==> config.mk <==
export PLATFORM = sky130hd
export DESIGN_NAME = plsc_div
export DESIGN_NICKNAME = d
export VERILOG_FILES = /design/src/design/plsc_pkg.sv /design/src/design/plsc_div.sv
export SDC_FILE = /design/constraint.sdc
export NUM_CORES = 2
export LEC_CHECK = 0
export ABC_CLOCK_PERIOD_IN_PS = 5050
export BUFFER_PORTS_ARGS = -buffer_cell sky130_fd_sc_hd__buf_4
export CAP_MARGIN = 0
export CORE_ASPECT_RATIO = 1.1
export CORE_MARGIN = 3
export CORE_UTILIZATION = 58
export DETAILED_ROUTE_END_ITERATION = 8
export PLACE_DENSITY = 0.74
export RECOVER_POWER = 50
export SYNTH_ARGS = -nofsm -noshare
export SYNTH_HDL_FRONTEND = slang
export SYNTH_SLANG_ARGS = --single-unit
==> constraint.sdc <==
create_clock -name aclk -period 5.05 [get_ports aclk]
set_input_delay 0.7575 -clock aclk [delete_from_list [all_inputs] [get_ports aclk]]
set_output_delay 0.7575 -clock aclk [all_outputs]
set_load 0.01 [all_outputs]
==> src/design/plsc_pkg.sv <==
// shared widths, register indexes and pipeline sideband for the setpoint correction block
`default_nettype none

package plsc_pkg;

    localparam int TGT_W       = 20;
    localparam int PT_W        = 16;
    localparam int SEG_W       = 3;
    localparam int CNT_W       = 4;
    localparam int PAIR_W      = 64;
    localparam int PAIR_NUM    = 4;
    localparam int PT_NUM      = 2 * PAIR_NUM;
    localparam int CFG_IDX_W   = 3;
    localparam int MAX_POINTS_DEF = 8;

    // differences, product and divider widths
    localparam int DX_W   = TGT_W + 1;
    localparam int DY_W   = PT_W + 1;
    localparam int PROD_W = DX_W + DY_W;
    localparam int NUM_W  = PROD_W - 2;
    localparam int DEN_W  = PT_W;
    localparam int MEAS_W = PROD_W;
    localparam int RES_W  = MEAS_W + 1;

    localparam logic [CFG_IDX_W-1:0] REG_POINT_PAIR_0 = 3'd0;
    localparam logic [CFG_IDX_W-1:0] REG_POINT_PAIR_1 = 3'd1;
    localparam logic [CFG_IDX_W-1:0] REG_POINT_PAIR_2 = 3'd2;
    localparam logic [CFG_IDX_W-1:0] REG_POINT_PAIR_3 = 3'd3;
    localparam logic [CFG_IDX_W-1:0] REG_POINT_COUNT  = 3'd4;

    typedef struct packed {
        logic [TGT_W-1:0] target;
        logic [PT_W-1:0]  meas_lo;
        logic [SEG_W-1:0] seg;
        logic             pass;
        logic             neg;
    } side_t;

endpackage

`default_nettype wire

==> src/design/plsc_div.sv <==
// pipelined restoring divider, one quotient bit per stage, sideband carried alongside
`default_nettype none

module plsc_div (
    input  wire logic                      aclk,
    input  wire logic                      aresetn,
    input  wire logic                      ce,
    input  wire logic                      in_valid,
    input  wire logic [plsc_pkg::NUM_W-1:0] in_num,
    input  wire logic [plsc_pkg::DEN_W-1:0] in_den,
    input  wire plsc_pkg::side_t           in_side,
    output logic                           out_valid,
    output logic [plsc_pkg::NUM_W-1:0]     out_quo,
    output plsc_pkg::side_t                out_side
);
    import plsc_pkg::*;

    logic              valid_reg [NUM_W];
    logic [DEN_W-1:0]  rem_reg   [NUM_W];
    logic [NUM_W-1:0]  nq_reg    [NUM_W];
    logic [DEN_W-1:0]  den_reg   [NUM_W];
    side_t             side_reg  [NUM_W];

    for (genvar k = 0; k < NUM_W; k++) begin : g_stage
        logic             v_prev;
        logic [DEN_W-1:0] rem_prev;
        logic [NUM_W-1:0] nq_prev;
        logic [DEN_W-1:0] den_prev;
        side_t            side_prev;
        logic [DEN_W:0]   trial;
        logic [DEN_W:0]   diff;
        logic             take;

        if (k == 0) begin : g_first
            assign v_prev    = in_valid;
            assign rem_prev  = '0;
            assign nq_prev   = in_num;
            assign den_prev  = in_den;
            assign side_prev = in_side;
        end else begin : g_rest
            assign v_prev    = valid_reg[k-1];
            assign rem_prev  = rem_reg[k-1];
            assign nq_prev   = nq_reg[k-1];
            assign den_prev  = den_reg[k-1];
            assign side_prev = side_reg[k-1];
        end

        assign trial = {rem_prev, nq_prev[NUM_W-1]};
        assign diff  = trial - {1'b0, den_prev};
        assign take  = (trial >= {1'b0, den_prev});

        always_ff @(posedge aclk) begin
            if (!aresetn) begin
                valid_reg[k] <= 1'b0;
            end else if (ce) begin
                valid_reg[k] <= v_prev;
            end
        end

        always_ff @(posedge aclk) begin
            if (ce) begin
                rem_reg[k]  <= take ? diff[DEN_W-1:0] : trial[DEN_W-1:0];
                nq_reg[k]   <= {nq_prev[NUM_W-2:0], take};
                den_reg[k]  <= den_prev;
                side_reg[k] <= side_prev;
            end
        end
    end

    assign out_valid = valid_reg[NUM_W-1];
    assign out_quo   = nq_reg[NUM_W-1];
    assign out_side  = side_reg[NUM_W-1];

endmodule

`default_nettype wire

Word level (Yosys, flattened, before mapping) --
Memory sizes are Yosys's and may differ from the RTL's. Cells that the tools add are included.
Cells by class: bitwise logic cells 36, multiplexer cells 77, shifts and indexed selects 0, divide/modulo/power cells 0, add/sub/neg operators 36, reductions and logical operators 0, multipliers 0, equality and inequality tests 0, order comparisons 36
Operators with widths (count):
- $ge A17 B16 Y1 | 35
- $mux W16 | 36
- $sub A16 B16 Y16 | 35
- $mux W1 | 41
- $or A1 B1 Y1 | 36
- $ge A1 B16 Y1 | 1
- $sub A1 B16 Y16 | 1
Word-level totals: register bits 0, output and inout port bits 78, bits in read-only memories 0, latch bits 0, RAM bits 3960, memories kept 5, input port bits 97
Memories:
- side_reg | words 36, bits a word 41, rd ports 36, clocked after Yosys merged registers in 0, wr ports 36, RTL line plsc_div.sv:22 | side_t side_reg [NUM_W];
- nq_reg | words 36, bits a word 36, rd ports 36, clocked after Yosys merged registers in 0, wr ports 36, RTL line plsc_div.sv:20 | logic [NUM_W-1:0] nq_reg [NUM_W];
- den_reg | words 36, bits a word 16, rd ports 35, clocked after Yosys merged registers in 0, wr ports 36, RTL line plsc_div.sv:21 | logic [DEN_W-1:0] den_reg [NUM_W];
- rem_reg | words 36, bits a word 16, rd ports 35, clocked after Yosys merged registers in 0, wr ports 36, RTL line plsc_div.sv:19 | logic [DEN_W-1:0] rem_reg [NUM_W];
- valid_reg | words 36, bits a word 1, rd ports 36, clocked after Yosys merged registers in 0, wr ports 36, RTL line plsc_div.sv:18 | logic valid_reg [NUM_W];

Longest topological paths before layout --
depth after elaboration 4, gate-level depth with buffers 13, depth with buffers taken out 11

Least setup slack after synthesis --
No wires, ideal clock.
path type register to register, start point mem den_reg[20][1] (netlist name), end point mem rem_reg[10][25] (netlist name) (data pin), stages on the path, launching flop included 13, slack 1.787 ns, required time 4.790 ns, setup time 0.260 ns, period minus slack after synthesis 3.263 ns, arrival time 3.003 ns, path through edfxtp_1 > inv_1 > ha_1 > nor2b_4 > o31a_1 > o21a_1 > or4_4 > o311ai_4 > a2111oi_1 > or4_1 > buf_6 > buf_12 > mux2_4
RTL lines (RTL line):
- start, declared | plsc_div.sv:21
- end, declared | plsc_div.sv:19

==> metrics.csv <==
stage,metric,value,unit
status,failing checks,"max-capacitance violations, max-slew violations",
clock_tree,Max Buffers Root-to-Sink,4,
logic_synthesis,Yosys reg bits,3928,
routing,Remaining DRCs,0,
floorplanning,Initial Util,58.6,%
critical_path,Reg-to-Reg Start,den_reg[9][1],
sta,setup ws final,1.17,ns
clock_tree,PostCTS Resize Cnt,0,
logic_synthesis,Syn Inst Count,8567,
grt,vias in the first global route,70900,
routing,Vias per Instance,5.44,
placement,port bufs,174,
clock_tree,worst-skew pair later-pin latency,0.88,ns
sta,"Slew Viols, Final",311,
critical_path,WS Path Type,reg2reg,
power,pwr/cell area,559,nW/µm²
logic_synthesis,Unique masters post-synth,85,
logic_synthesis,"Seq/Total Area, Yosys",78.2,%
critical_path,end of the critical path,rem_reg[5][13],
sta,Worst Max-Slew Pin Slew,2.70,ns
grt,gr usage total,18.1,%
grt,initial antenna violation count,2,
logic_synthesis,number of synthesized flops with an enable pin,3927,
clock_tree,CTS tree,done,
power,maximum vdd drop,0.000334,V
floorplanning,cell row count,195,
critical_path,worst-path fanout max,17,
logic_synthesis,Syn Nets,9260,
placement,DP HPWL,154,mm
finish,"most common cell after layout, fill and taps aside",edfxtp_1,
sta,RSZ-0062 raised after global routing,false,
floorplanning,io pins,175,
critical_path,worst reg2reg endpoint,rem_reg[5][13],
finish,number of flip-flops under the largest register name,1476,
clock_tree,H-tree levels,5,
sta,final setup violation count,0,
sta,highest clock rate,0.258,GHz
status,outcome,"finished, violations left",
logic_synthesis,yosys warns,0,
power,leakage,62.5,nW
critical_path,Setup crit end kind,register,
clock_tree,# clock sinks,3928,
critical_path,crit path from,den_reg[9][1],
grt,global route overflow,0,
floorplanning,Die Y-Extent,541,µm
grt,first-pass GRT wire length,384,mm
finish,nets@finish,9876,
placement,GPL Wtd Cong,0.880,
critical_path,worst path required time,5.62,ns
grt,largest net degree at the start of global routing,182,
critical_path,reg2reg setup slack,1.17,ns
routing,Iteration-0 DRC Markers,5029,
floorplanning,Core Region,258000,µm²
clock_tree,CTS Root Cell,clkbuf_16,
logic_synthesis,top_reg_cell synth,edfxtp_1,
sta,Setup TNS Final,0,ns
sta,Final Hold Fails,0,
routing,Routed Antenna Nets,0,
sta,period utilisation layout,76.8,%
logic_synthesis,"FFs w/ async S/R, synth",0,%
floorplanning,Die W,492,µm
flow_run,max cap viols,5,
routing,Pre-antenna DRT Iters,5,
finish,"commonest non-fill, non-tap cells in the layout","3927 x edfxtp_1, 706 x inv_1, 562 x ha_1, 383 x clkbuf_16, 380 x mux2_2",
sta,worst hold slack,0.107,ns
clock_tree,Worst-path clk slew,0.06,ns
finish,Synth-to-Final Area Change,12.3,%
critical_path,worst-case reg-to-reg path depth,9,
clock_tree,Num CTS Buffers,380,
routing,Avg WL per Cell,18.7,µm
power,Power Total,0.0947,W
sta,slew margin rel.,-80.0,%
placement,Setup WS pre-CTS,1.15,ns
logic_synthesis,syn avg cell area,17.6,µm²
sta,clock skew,0.0621,ns
finish,share of cells above drive strength 1,12.5,%
min_path,hold crit path type,in2reg,
critical_path,startpoint types,register,
min_path,Hold Crit Start,in_side[2],
critical_path,data arrival time of the worst path,4.45,ns
sta,crit path time final,3.88,ns
routing,Total Routed Length,242,mm
routing,routed vias,70300,
floorplanning,Die ar.,266000,µm²
logic_synthesis,cell area after synthesis,151000,µm²
layout make-up:
class,count,area [µm²]
sequential,3928,118000
clock inverter,207,1960
clock buffer,464,9920
fill,17400,88200
timing repair buffer,315,2660
antenna,3,7.51
multi-input combinational,3852,30000
tap,3447,4310
inverter,706,2650
synth_stat cells (75+ instances only):
| cell type | number | share of area (%) |
|---|---|---|
| xnor2_1 | 249 | 1.4 |
| nor2b_1 | 84 | 0.35 |
| mux2_2 | 380 | 2.8 |
| a21oi_1 | 354 | 1.2 |
| ha_1 | 562 | 4.7 |
| xor2_1 | 132 | 0.77 |
| nand3_1 | 75 | 0.25 |
| o21ai_0 | 281 | 0.93 |
| edfxtp_1 | 3927 | 78 |
| nand2b_1 | 89 | 0.37 |
| inv_1 | 706 | 1.8 |
| o21a_1 | 97 | 0.48 |
| nand2_1 | 256 | 0.64 |
| nor2_1 | 323 | 0.80 |
| a21o_1 | 126 | 0.63 |
how the worst min path moves through the flow:
stage                     depth (start not counted)             end  slack, ns
after global placement                            0   nq_reg[3][14]       0.40
final                                             1  side_reg[0][2]       0.11
after floorplan                                   0  nq_reg[0][100]       0.40
after CTS                                         1  side_reg[0][2]     0.0004
after global routing                              1  side_reg[0][0]       0.04
after detailed placement                          0   nq_reg[0][43]       0.40
what timing repair did:
| item | in CTS | in global routing |
|---|---|---|
| hold buffers | 50 | 0 |
| buffers inserted | 0 | 0 |
| hold endpoints to repair | 50 | 0 |
| setup endpoints to repair | 0 | 0 |
logic make-up (layout without fill, tap and decap cells):
logic type	Yosys count	count (layout)	synth area share [%]
compound gates	1285	1285	5.51
xor+xnor	381	381	2.21
fa+ha+maj	596	596	5.11
buf+inv	787	1692	1.99
flops	3928	3928	78.2
mux	453	453	3.34
other cells	0	3	0
simple gates	1137	1137	3.69
routing by layer:
metal	routed length (µm)	vias up	part of all wire [%]	global-route usage [%]
met3	9210	459	3.8	2.83
met1	103000	34700	43	23.8
li1	-	33900	-	-
met5	0	-	0	0
met4	6950	0	2.9	5.61
met2	123000	1248	51	31.1
per-stage QoR:
step	cells	utilization, %	cell area (µm²)
floorplan	8567	-	151000
global placement	12200	61.1	157000
detailed placement	12200	61.1	157000
CTS	12900	65.9	170000
global route	12900	65.8	169000
finish	12900	65.8	169000
critical path: stages, from the launching register on:
cell and delay, ns:
edfxtp_1 0.44, inv_1 0.09, ha_1 0.25, a21oi_1 0.28, o221ai_1 0.24, a221oi_1 0.56, o21a_1 0.27, o41ai_1 0.13
a41oi_2 0.91, mux2_2 0.43
report_power, final:
group          internal [W]  leakage (nW)  switching, W  total, W
clock                0.0155          5.76        0.0115    0.0270
combinational        0.0111          18.3        0.0125    0.0237
sequential           0.0418          38.4       0.00216    0.0440
total                0.0685          62.5        0.0262    0.0947
Power figures use the tool's default switching activity.
